===== src/design/dtrm_pkg.sv =====
// dtrm_pkg: shared constants, command codes and the command word type
// used between the front classifier, the command queue and the back executor
// no dependencies
`timescale 1ns / 1ps
`default_nettype none

package dtrm_pkg;

  localparam int UPDATE_COLUMNS = 32;
  localparam int UPDATE_ROWS    = 16;
  localparam int TILE_SHIFT     = 4;

  localparam int COORD_W = 16;
  localparam int COL_W   = (UPDATE_COLUMNS > 1) ? $clog2(UPDATE_COLUMNS) : 1;
  localparam int ROW_W   = (UPDATE_ROWS > 1) ? $clog2(UPDATE_ROWS) : 1;

  localparam int CMDQ_DEPTH = 2;
  localparam int CMDQ_PTR_W = (CMDQ_DEPTH > 1) ? $clog2(CMDQ_DEPTH) : 1;
  localparam int CMDQ_CNT_W = $clog2(CMDQ_DEPTH + 1);

  // input operation codes
  localparam logic [1:0] FUNC_MARK  = 2'd0;
  localparam logic [1:0] FUNC_CLEAR = 2'd1;
  localparam logic [1:0] FUNC_QUERY = 2'd2;

  // command kinds after classification
  localparam logic [1:0] CMD_MARK  = 2'd0;
  localparam logic [1:0] CMD_CLEAR = 2'd1;
  localparam logic [1:0] CMD_QUERY = 2'd2;
  localparam logic [1:0] CMD_REPLY = 2'd3;

  typedef struct packed {
    logic [1:0]                kind;
    logic                      accepted;
    logic [UPDATE_COLUMNS-1:0] mask;
    logic [ROW_W-1:0]          y_first;
    logic [ROW_W-1:0]          y_last;
    logic [COL_W-1:0]          q_col;
    logic [ROW_W-1:0]          q_row;
  } cmd_t;

endpackage

`default_nettype wire


===== src/design/dtrm_front.sv =====
// dtrm_front: turns an input word into a command word
// tile conversion, rejection, clipping and column mask; uses dtrm_pkg
`timescale 1ns / 1ps
`default_nettype none

module dtrm_front (
  input  wire logic [1:0]                func,
  input  wire logic signed [15:0]        left_x,
  input  wire logic signed [15:0]        top_y,
  input  wire logic signed [15:0]        right_x,
  input  wire logic signed [15:0]        bottom_y,
  input  wire logic [4:0]                query_col,
  input  wire logic [3:0]                query_row,
  output dtrm_pkg::cmd_t                 cmd
);
  import dtrm_pkg::*;

  localparam logic signed [COORD_W-1:0] LAST_COL = COORD_W'(UPDATE_COLUMNS - 1);
  localparam logic signed [COORD_W-1:0] NUM_ROWS = COORD_W'(UPDATE_ROWS);
  localparam logic signed [COORD_W-1:0] ZERO_T   = '0;

  logic signed [COORD_W-1:0] xt1, yt1, xt2, yt2;
  logic signed [COORD_W-1:0] xs, xe, ys, ye;
  logic                      reject, empty, q_in_grid;
  logic [UPDATE_COLUMNS-1:0] mask;

  assign xt1 = left_x >>> TILE_SHIFT;
  assign yt1 = top_y >>> TILE_SHIFT;
  assign xt2 = right_x >>> TILE_SHIFT;
  assign yt2 = bottom_y >>> TILE_SHIFT;

  assign reject = (xt1 >= LAST_COL) || (yt1 > NUM_ROWS) || (xt2 < ZERO_T) || (yt2 < ZERO_T);

  assign xs = (xt1 < ZERO_T) ? ZERO_T : xt1;
  assign ys = (yt1 < ZERO_T) ? ZERO_T : yt1;
  assign xe = (xt2 >= LAST_COL) ? LAST_COL - 16'sd1 : xt2;
  assign ye = (yt2 >= NUM_ROWS) ? NUM_ROWS - 16'sd1 : yt2;

  assign empty = (xe < xs) || (ye < ys);

  always_comb begin
    logic signed [COORD_W-1:0] col_v;
    col_v = '0;
    for (int i = 0; i < UPDATE_COLUMNS; i++) begin
      col_v   = COORD_W'(i);
      mask[i] = (col_v >= xs) && (col_v <= xe);
    end
  end

  assign q_in_grid = ({27'd0, query_col} < 32'(UPDATE_COLUMNS)) &&
                     ({28'd0, query_row} < 32'(UPDATE_ROWS));

  always_comb begin
    cmd          = '0;
    cmd.mask     = mask;
    cmd.y_first  = ROW_W'(ys);
    cmd.y_last   = ROW_W'(ye);
    cmd.q_col    = COL_W'(query_col);
    cmd.q_row    = ROW_W'(query_row);
    cmd.accepted = 1'b1;
    cmd.kind     = CMD_REPLY;
    case (func)
      FUNC_MARK: begin
        if (reject) begin
          cmd.accepted = 1'b0;
        end else if (!empty) begin
          cmd.kind = CMD_MARK;
        end
      end
      FUNC_CLEAR: begin
        cmd.kind = CMD_CLEAR;
      end
      FUNC_QUERY: begin
        if (q_in_grid) begin
          cmd.kind = CMD_QUERY;
        end
      end
      default: begin
        cmd.kind = CMD_REPLY;
      end
    endcase
  end

endmodule

`default_nettype wire


===== src/design/dtrm_cmd_fifo.sv =====
// dtrm_cmd_fifo: short command queue between front and back
// uses dtrm_pkg for the command type and depth
`timescale 1ns / 1ps
`default_nettype none

module dtrm_cmd_fifo (
  input  wire logic           clk,
  input  wire logic           rst_n,
  input  wire logic           push,
  input  wire dtrm_pkg::cmd_t push_data,
  output logic                full,
  input  wire logic           pop,
  output dtrm_pkg::cmd_t      pop_data,
  output logic                empty
);
  import dtrm_pkg::*;

  cmd_t                  slot_r [CMDQ_DEPTH];
  logic [CMDQ_PTR_W-1:0] wr_ptr_r, wr_ptr_nxt;
  logic [CMDQ_PTR_W-1:0] rd_ptr_r, rd_ptr_nxt;
  logic [CMDQ_CNT_W-1:0] count_r, count_nxt;
  logic                  do_push, do_pop;

  assign full     = (count_r == CMDQ_CNT_W'(CMDQ_DEPTH));
  assign empty    = (count_r == '0);
  assign do_push  = push && !full;
  assign do_pop   = pop && !empty;
  assign pop_data = slot_r[rd_ptr_r];

  always_comb begin
    wr_ptr_nxt = wr_ptr_r;
    rd_ptr_nxt = rd_ptr_r;
    count_nxt  = count_r;
    if (do_push) begin
      wr_ptr_nxt = (wr_ptr_r == CMDQ_PTR_W'(CMDQ_DEPTH - 1)) ? '0 : wr_ptr_r + 1'b1;
    end
    if (do_pop) begin
      rd_ptr_nxt = (rd_ptr_r == CMDQ_PTR_W'(CMDQ_DEPTH - 1)) ? '0 : rd_ptr_r + 1'b1;
    end
    if (do_push && !do_pop) begin
      count_nxt = count_r + 1'b1;
    end else if (do_pop && !do_push) begin
      count_nxt = count_r - 1'b1;
    end
  end

  always_ff @(posedge clk) begin
    if (!rst_n) begin
      wr_ptr_r <= '0;
      rd_ptr_r <= '0;
      count_r  <= '0;
    end else begin
      wr_ptr_r <= wr_ptr_nxt;
      rd_ptr_r <= rd_ptr_nxt;
      count_r  <= count_nxt;
    end
  end

  always_ff @(posedge clk) begin
    if (do_push) begin
      slot_r[wr_ptr_r] <= push_data;
    end
  end

endmodule

`default_nettype wire


===== src/design/dtrm_back.sv =====
// dtrm_back: executes commands against the tile map memory and holds the
// result register; row read-modify-write for marks. uses dtrm_pkg
`timescale 1ns / 1ps
`default_nettype none

module dtrm_back (
  input  wire logic           clk,
  input  wire logic           rst_n,
  input  wire logic           cmd_empty,
  input  wire dtrm_pkg::cmd_t cmd,
  output logic                cmd_pop,
  output logic                out_valid,
  input  wire logic           out_stall,
  output logic                out_accepted,
  output logic                out_tile_dirty
);
  import dtrm_pkg::*;

  localparam logic [1:0] S_IDLE  = 2'd0;
  localparam logic [1:0] S_MARK  = 2'd1;
  localparam logic [1:0] S_QWAIT = 2'd2;

  logic [UPDATE_COLUMNS-1:0] map_mem [UPDATE_ROWS];
  logic [UPDATE_ROWS-1:0]    row_vld_r;
  logic [UPDATE_COLUMNS-1:0] rd_data_r;
  logic                      rd_vld_r;
  logic [UPDATE_COLUMNS-1:0] rd_eff, wr_data;

  logic [1:0]                state_r, state_nxt;
  logic [ROW_W-1:0]          wr_row_r, wr_row_nxt;
  logic [ROW_W-1:0]          ylast_r, ylast_nxt;
  logic [UPDATE_COLUMNS-1:0] mask_r, mask_nxt;
  logic [COL_W-1:0]          qcol_r, qcol_nxt;

  logic                      out_valid_r, out_accepted_r, out_dirty_r;
  logic                      out_free, out_load, load_acc, load_dirty;
  logic                      rd_en, wr_en, clr_all;
  logic [ROW_W-1:0]          rd_addr;

  assign rd_eff   = rd_vld_r ? rd_data_r : '0;
  assign wr_data  = rd_eff | mask_r;
  assign out_free = !out_valid_r || !out_stall;

  always_comb begin
    state_nxt  = state_r;
    wr_row_nxt = wr_row_r;
    ylast_nxt  = ylast_r;
    mask_nxt   = mask_r;
    qcol_nxt   = qcol_r;
    cmd_pop    = 1'b0;
    rd_en      = 1'b0;
    rd_addr    = wr_row_r;
    wr_en      = 1'b0;
    clr_all    = 1'b0;
    out_load   = 1'b0;
    load_acc   = 1'b1;
    load_dirty = 1'b0;
    case (state_r)
      S_IDLE: begin
        if (!cmd_empty && out_free) begin
          cmd_pop = 1'b1;
          case (cmd.kind)
            CMD_MARK: begin
              rd_en      = 1'b1;
              rd_addr    = cmd.y_first;
              wr_row_nxt = cmd.y_first;
              ylast_nxt  = cmd.y_last;
              mask_nxt   = cmd.mask;
              state_nxt  = S_MARK;
            end
            CMD_CLEAR: begin
              clr_all  = 1'b1;
              out_load = 1'b1;
            end
            CMD_QUERY: begin
              rd_en     = 1'b1;
              rd_addr   = cmd.q_row;
              qcol_nxt  = cmd.q_col;
              state_nxt = S_QWAIT;
            end
            default: begin
              out_load = 1'b1;
              load_acc = cmd.accepted;
            end
          endcase
        end
      end
      S_MARK: begin
        wr_en = 1'b1;
        if (wr_row_r == ylast_r) begin
          out_load  = 1'b1;
          state_nxt = S_IDLE;
        end else begin
          rd_en      = 1'b1;
          rd_addr    = wr_row_r + 1'b1;
          wr_row_nxt = wr_row_r + 1'b1;
        end
      end
      S_QWAIT: begin
        out_load   = 1'b1;
        load_dirty = rd_eff[qcol_r];
        state_nxt  = S_IDLE;
      end
      default: begin
        state_nxt = S_IDLE;
      end
    endcase
  end

  always_ff @(posedge clk) begin
    if (!rst_n) begin
      state_r     <= S_IDLE;
      row_vld_r   <= '0;
      out_valid_r <= 1'b0;
    end else begin
      state_r <= state_nxt;
      if (clr_all) begin
        row_vld_r <= '0;
      end else if (wr_en) begin
        row_vld_r[wr_row_r] <= 1'b1;
      end
      if (out_load) begin
        out_valid_r <= 1'b1;
      end else if (!out_stall) begin
        out_valid_r <= 1'b0;
      end
    end
  end

  // map memory, one row write and one registered row read a cycle
  always_ff @(posedge clk) begin
    if (wr_en) begin
      map_mem[wr_row_r] <= wr_data;
    end
    if (rd_en) begin
      rd_data_r <= map_mem[rd_addr];
      rd_vld_r  <= row_vld_r[rd_addr];
    end
  end

  always_ff @(posedge clk) begin
    wr_row_r <= wr_row_nxt;
    ylast_r  <= ylast_nxt;
    mask_r   <= mask_nxt;
    qcol_r   <= qcol_nxt;
    if (out_load) begin
      out_accepted_r <= load_acc;
      out_dirty_r    <= load_dirty;
    end
  end

  assign out_valid      = out_valid_r;
  assign out_accepted   = out_accepted_r;
  assign out_tile_dirty = out_dirty_r;

  a_load_free: assert property (@(posedge clk) disable iff (!rst_n)
    out_load |-> out_free)
    else $error("result loaded over a pending word");

  a_pop_idle: assert property (@(posedge clk) disable iff (!rst_n)
    cmd_pop |-> (state_r == S_IDLE) && !cmd_empty)
    else $error("command taken outside idle");

  a_mark_range: assert property (@(posedge clk) disable iff (!rst_n)
    (state_r == S_MARK) |-> (wr_row_r <= ylast_r))
    else $error("mark walked past last row");

  a_clear_empty: assert property (@(posedge clk) disable iff (!rst_n)
    clr_all |=> (row_vld_r == '0))
    else $error("clear left a row marked");

endmodule

`default_nettype wire


===== src/design/dirty_tile_rect_marker_unit.sv =====
// dirty_tile_rect_marker_unit: top level of the dirty tile marker
// front classifier, command queue and back executor; uses dtrm_pkg
//
// input channel: in_valid / in_stall with func, rectangle corners and query
// tile address. output channel: out_valid / out_stall with accepted and
// tile_dirty, one word out for every word in, in order.
// a mark turns the rectangle into tile rows and a column mask, then writes
// one map row per cycle by read-modify-write. clear-all drops the row valid
// bits at once, a query answers from a registered row read, and rejected
// or empty marks and the unused code answer without touching the map.
// the front and a two-word command queue keep taking words while the back
// works; in_stall rises only when the queue is full.
// the back starts a command only when the result register is free or being
// taken, so a stalled receiver holds the result and backs up the queue.
// reset (rst_n low, synchronous) empties the queue, drops the result and
// marks every tile clear.
`timescale 1ns / 1ps
`default_nettype none

module dirty_tile_rect_marker_unit (
  input  wire logic               clk,
  input  wire logic               rst_n,
  input  wire logic               in_valid,
  output logic                    in_stall,
  input  wire logic [1:0]         in_func,
  input  wire logic signed [15:0] in_left_x,
  input  wire logic signed [15:0] in_top_y,
  input  wire logic signed [15:0] in_right_x,
  input  wire logic signed [15:0] in_bottom_y,
  input  wire logic [4:0]         in_query_col,
  input  wire logic [3:0]         in_query_row,
  output logic                    out_valid,
  input  wire logic               out_stall,
  output logic                    out_accepted,
  output logic                    out_tile_dirty
);
  import dtrm_pkg::*;

  cmd_t front_cmd, q_cmd;
  logic q_full, q_empty, q_pop;

  dtrm_front u_front (
    .func      (in_func),
    .left_x    (in_left_x),
    .top_y     (in_top_y),
    .right_x   (in_right_x),
    .bottom_y  (in_bottom_y),
    .query_col (in_query_col),
    .query_row (in_query_row),
    .cmd       (front_cmd)
  );

  dtrm_cmd_fifo u_cmdq (
    .clk       (clk),
    .rst_n     (rst_n),
    .push      (in_valid),
    .push_data (front_cmd),
    .full      (q_full),
    .pop       (q_pop),
    .pop_data  (q_cmd),
    .empty     (q_empty)
  );

  dtrm_back u_back (
    .clk            (clk),
    .rst_n          (rst_n),
    .cmd_empty      (q_empty),
    .cmd            (q_cmd),
    .cmd_pop        (q_pop),
    .out_valid      (out_valid),
    .out_stall      (out_stall),
    .out_accepted   (out_accepted),
    .out_tile_dirty (out_tile_dirty)
  );

  assign in_stall = q_full;

endmodule

`default_nettype wire


===== config.mk =====
export PLATFORM = sky130hd
export DESIGN_NAME = dirty_tile_rect_marker_unit
export DESIGN_NICKNAME = d
export VERILOG_FILES = /design/src/design/dtrm_pkg.sv /design/src/design/dtrm_front.sv /design/src/design/dtrm_cmd_fifo.sv /design/src/design/dtrm_back.sv /design/src/design/dirty_tile_rect_marker_unit.sv
export SDC_FILE = /design/constraint.sdc
export NUM_CORES = 1
export LEC_CHECK = 0
export BUFFER_PORTS_ARGS = -buffer_cell sky130_fd_sc_hd__buf_2
export CAP_MARGIN = 10
export CORE_UTILIZATION = 43
export DETAILED_ROUTE_END_ITERATION = 8
export SYNTH_ARGS = -nofsm -noshare
export SYNTH_HDL_FRONTEND = slang
export SYNTH_SLANG_ARGS = --single-unit

===== constraint.sdc =====
create_clock -name clk -period 8.9 [get_ports clk]
set_input_delay 2.67 -clock clk [delete_from_list [all_inputs] [get_ports clk]]
set_output_delay 2.67 -clock clk [all_outputs]
set_load 0.03 [all_outputs]

==> summary.md <==
| Metric | Value |
|---|---|
| Run status | complete, no violations |
| WHS Path Cells | 1 |
| Slowest-stage cell, CP | a2111oi_0 |
| Period Utilization, post-route | 64.6% |
| Clk buf depth | 3 |
| Max_cap viols | 0 |
| Reg clk slew, reported paths | 60 ps |
| Startpoint types | input pin |
| Nets | a little under 2k |
| Simple-gate share of the synthesized area | 6.41% |
| Mux cell area share after synthesis | a little under a tenth |
| Root Driver | clkbuf_16 |
| First-pass GRT wire length | 104 mm |
| Pre-CTS setup slack | about 2500 ps |
| Pwr per Cell Area | 303 nW/µm² |
| Initial Utilization | 43.6% |
| CP dominant cell by count | nor2_1 |
| Kind of critical path | input pin to register |
| R2R Setup Slk | 4410 ps |
| Skew final | 20.1 ps |
| Top delay family on crit path | compound AO/OA/AOI/OAI gates |
| DRT Pass-1 Iters | 5 |
| Num ports | between 80 and 90 |
| Yosys cell types | 59 |
| GRT Total Usage | 19.9% |
| Post-synth EDFFs | 696 |
| Hold_buf cts | 0 |
| CTS tree | built |
| Worst Hold End | u_back.row_vld_r[11] |
| Yosys Warn Count | 0 |
| RSZ-0062 raised after global routing | no |
| Vias after detailed routing | 16.4k |
| Synth Register Bits | ~700 |
| Int Pwr | 6.88 mW |
| Worst slew pin tran | 1150 ps |
| Clk pwr share | 28.4% |
| CTS HTree Levels | 3 |
| R2R Path End | u_back.rd_data_r[16] |
| FF/Latch Area | approximately 21000 µm² |
| Num CTS Buffers | 72 |
| Count of input and output buffers | 66 |
| Synth area leader | edfxtp_1 |
| Xor and xnor area share after synthesis | 0.297% |
| Crit path buffers/inverters | 2 |
| Slowest stage delay, CP | 660 ps |
| Combinational fraction of design power | 28.0% |
| Starting DRT DRC Count | 1446 |
| Top FF cell, synth | edfxtp_1 |
| Slew Viols, Final | 0 |
| Die Y-Extent | around 260 µm |
| Post-detail-place hpwl | approximately 38 mm |
| Syn Std Cell Area | 29500 µm² |
| Min cycle time layout | 5750 ps |
| Yosys top cell area share | a little under three quarters |
| Largest net degree at the start of global routing | 99 |
| Die area | 69600 µm² |
| Synth cell count leaders | edfxtp_1, nand3_1, mux2i_1, a211oi_1, clkbuf_1 |
| Dominant cells by area after synthesis | edfxtp_1, mux4_2, mux2i_1 |
| Leak | 10.9 nW |
| Setup TNS Final | 0 ps |
| DR vias/cell | between 5 and 6 |
| R2r startpoint | u_back.wr_row_r[3] |
| Sw Pwr | 3.15 mW |
| CP Data Arrival Time | approximately 6100 ps |
| Multi-input logic area | 7570 µm² |
| Required @ worst endpoint | 9190 ps |
| Seq pwr share | a little over two fifths |
| Critical path, cell by cell | buf_2 > nor3_1 > o211a_1 > nor2_1 > nor2_1 > inv_1 > ha_1 > a21oi_1 > nor2_1 > a2111oi_0 > a2111oi_0 > a31oi_1 |
| Worst skew pair latency | 610 ps |
| Core box area | 67500 µm² |
| Postcts setup bufs | 0 |
| Most common cell in the netlist | edfxtp_1 |
| Vias in the first global route | between 15k and 20k |
| Switching share of total power | between 30% and 40% |
| Synth Area in Adders | 1.06% |
| DRC | 0 |
| Syn Area/Cell | 16.5 µm² |
| Worst Hold Class | register to register |
| Post-synthesis sequential area ratio | between 70 and 80% |
| R2R depth | 8 |
| Compound-gate portion of the synthesized area | 7.82% |
| Routed WL per cell | 24.8 µm |
| Grt ovf | 0 |
| Worst setup EP type | register |
| Final ANT Viol Nets | 0 |
| Ratio of cells with drive above 1 in the final layout | 17.8% |
| Area Overhead vs Synth | 12.3% |
| Maximum vdd ir drop | 0.218 mV |
| Post-layout worst setup margin | approximately 3100 ps |
| Slew headroom | approximately a quarter |
| Share of flip-flops with an asynchronous set or reset | 0% |
| Detailed Route WL | 69.0 mm |
| Core Rows | 95 |
| Main combinational cell family by area after synthesis | multiplexers |
| Fill count | around 5.6k |
| Clock sink total | about 700 |
| GPL Wtd Cong | about 0.86 |
| Initial antenna violation count | 0 |
| Setup violators final | 0 |
| Hold Vio Cnt, Final | 0 |
| Ant. Diodes | 0 |
| Worst hold path startpoint | u_back.row_vld_r[11] |
| PostCTS Resize Cnt | 0 |
| Fmax | 174 MHz |
| Crit Path Max Fanout | 11 |
| Die W | 264 µm |
| Cells after Synth | around 1.8k |
## worst max-delay path by stage
stage                         from              endpoint  cells past startpoint
global placement    in_right_x[14]  u_cmdq.slot_r[0][51]                     12
detailed placement  in_right_x[14]  u_cmdq.slot_r[1][51]                     12
floorplan                out_stall   u_back.rd_data_r[0]                     10
global route        in_right_x[14]  u_cmdq.slot_r[0][51]                     12
finish              in_right_x[14]  u_cmdq.slot_r[0][51]                     12
CTS                 in_right_x[14]  u_cmdq.slot_r[0][51]                     12
## cells by family after synthesis
group                    Yosys count
XOR/XNOR                          10
flip-flops                       720
buffers and inverters            167
other                              1
multiplexers                     202
adder cells (fa/ha/maj)           25
AND/OR/NAND/NOR                  364
AO/OA/AOI/OAI                    298
## registers in the layout, indices dropped and copies added (netlist names), named ones only
signal	flops
u_back.map_mem	512
u_back.mask_r	32
u_back.out_accepted	1
u_back.out_tile_dirty	1
u_back.out_valid	1
u_back.qcol_r	5
u_back.rd_data_r	32
u_back.rd_vld_r	1
u_back.row_vld_r	16
u_back.state_r	2
u_back.wr_row_r	4
u_back.ylast_r	4
u_cmdq.count_r	2
u_cmdq.rd_ptr_r	1
u_cmdq.slot_r	104
u_cmdq.wr_ptr_r	1
## final cells by class
cell class	instances	area share (%)
well taps	873	3.30
inverters	57	0.647
repair buffers	103	1.91
clock inverters	28	0.772
clock buffers	100	5.86
multi-input cells	901	22.9
flip-flops and latches	720	64.6
## through the flow
| step | cell area (µm²) | power [mW] | hold slack, ps | cells | util [%] |
|---|---|---|---|---|---|
| 2_1_floorplan | 29500 | 6.40 | 440 | 1788 | - |
| 3_3_place_gp | 30900 | 7.19 | 445 | 2654 | 45.8 |
| 3_5_place_dp | 30900 | 7.25 | 452 | 2654 | 45.8 |
| 4_1_cts | 33100 | 10.1 | 466 | 2782 | 49.0 |
| 5_1_grt | 33100 | 10.4 | 479 | 2782 | 49.0 |
| 6_report | 33100 | 10.0 | 464 | 2782 | 49.0 |
## worst reg2reg max path: cells and delay by family, from the launching register on
family | cells | cell delay, ps
and+or+nand+nor | 3 | 1300
DFF | 1 | 720
buffers and inverters | 1 | 490
AOI/OAI and AO/OA | 3 | 1520
xor gates and xnor gates | 1 | 220
## cell usage in the layout, fill, tap and decap left out, types with 22 or more instances in the layout
cell type  instances
mux2_2            47
nand2_1           43
ha_1              25
inv_1             56
dfxtp_1           23
nor2_1            26
a21o_1            35
clkbuf_1          26
clkbuf_16         73
o22a_1            23
nand3_1          100
mux2i_1           99
o2111ai_1         48
mux4_2            56
and3_1            27
nor3_1            58
a21oi_1           24
buf_4             35
buf_2             66
nand2b_1          22
edfxtp_1         696
a211oi_1          80
## power groups by stage
stage | Clock [mW] | Combinational, mW | Sequential, mW
after floorplan | 0 | 2.04 | 4.36
after global placement | 0 | 2.75 | 4.44
after detailed placement | 0 | 2.81 | 4.44
after CTS | 2.90 | 2.83 | 4.37
after global routing | 3.01 | 3.03 | 4.39
final | 2.85 | 2.81 | 4.38
## routing by layer
| layer | part of all wire [%] | up-vias | global-route usage, % |
|---|---|---|---|
| met1 | 43 | 8421 | 27.1 |
| li1 | - | 7297 | - |
| met4 | 2.5 | 0 | 6.79 |
| met3 | 5.3 | 103 | 2.30 |
| met2 | 49 | 536 | 33.1 |
| met5 | 0 | - | 0 |
Note: power is estimated with default switching activity, not from simulation.
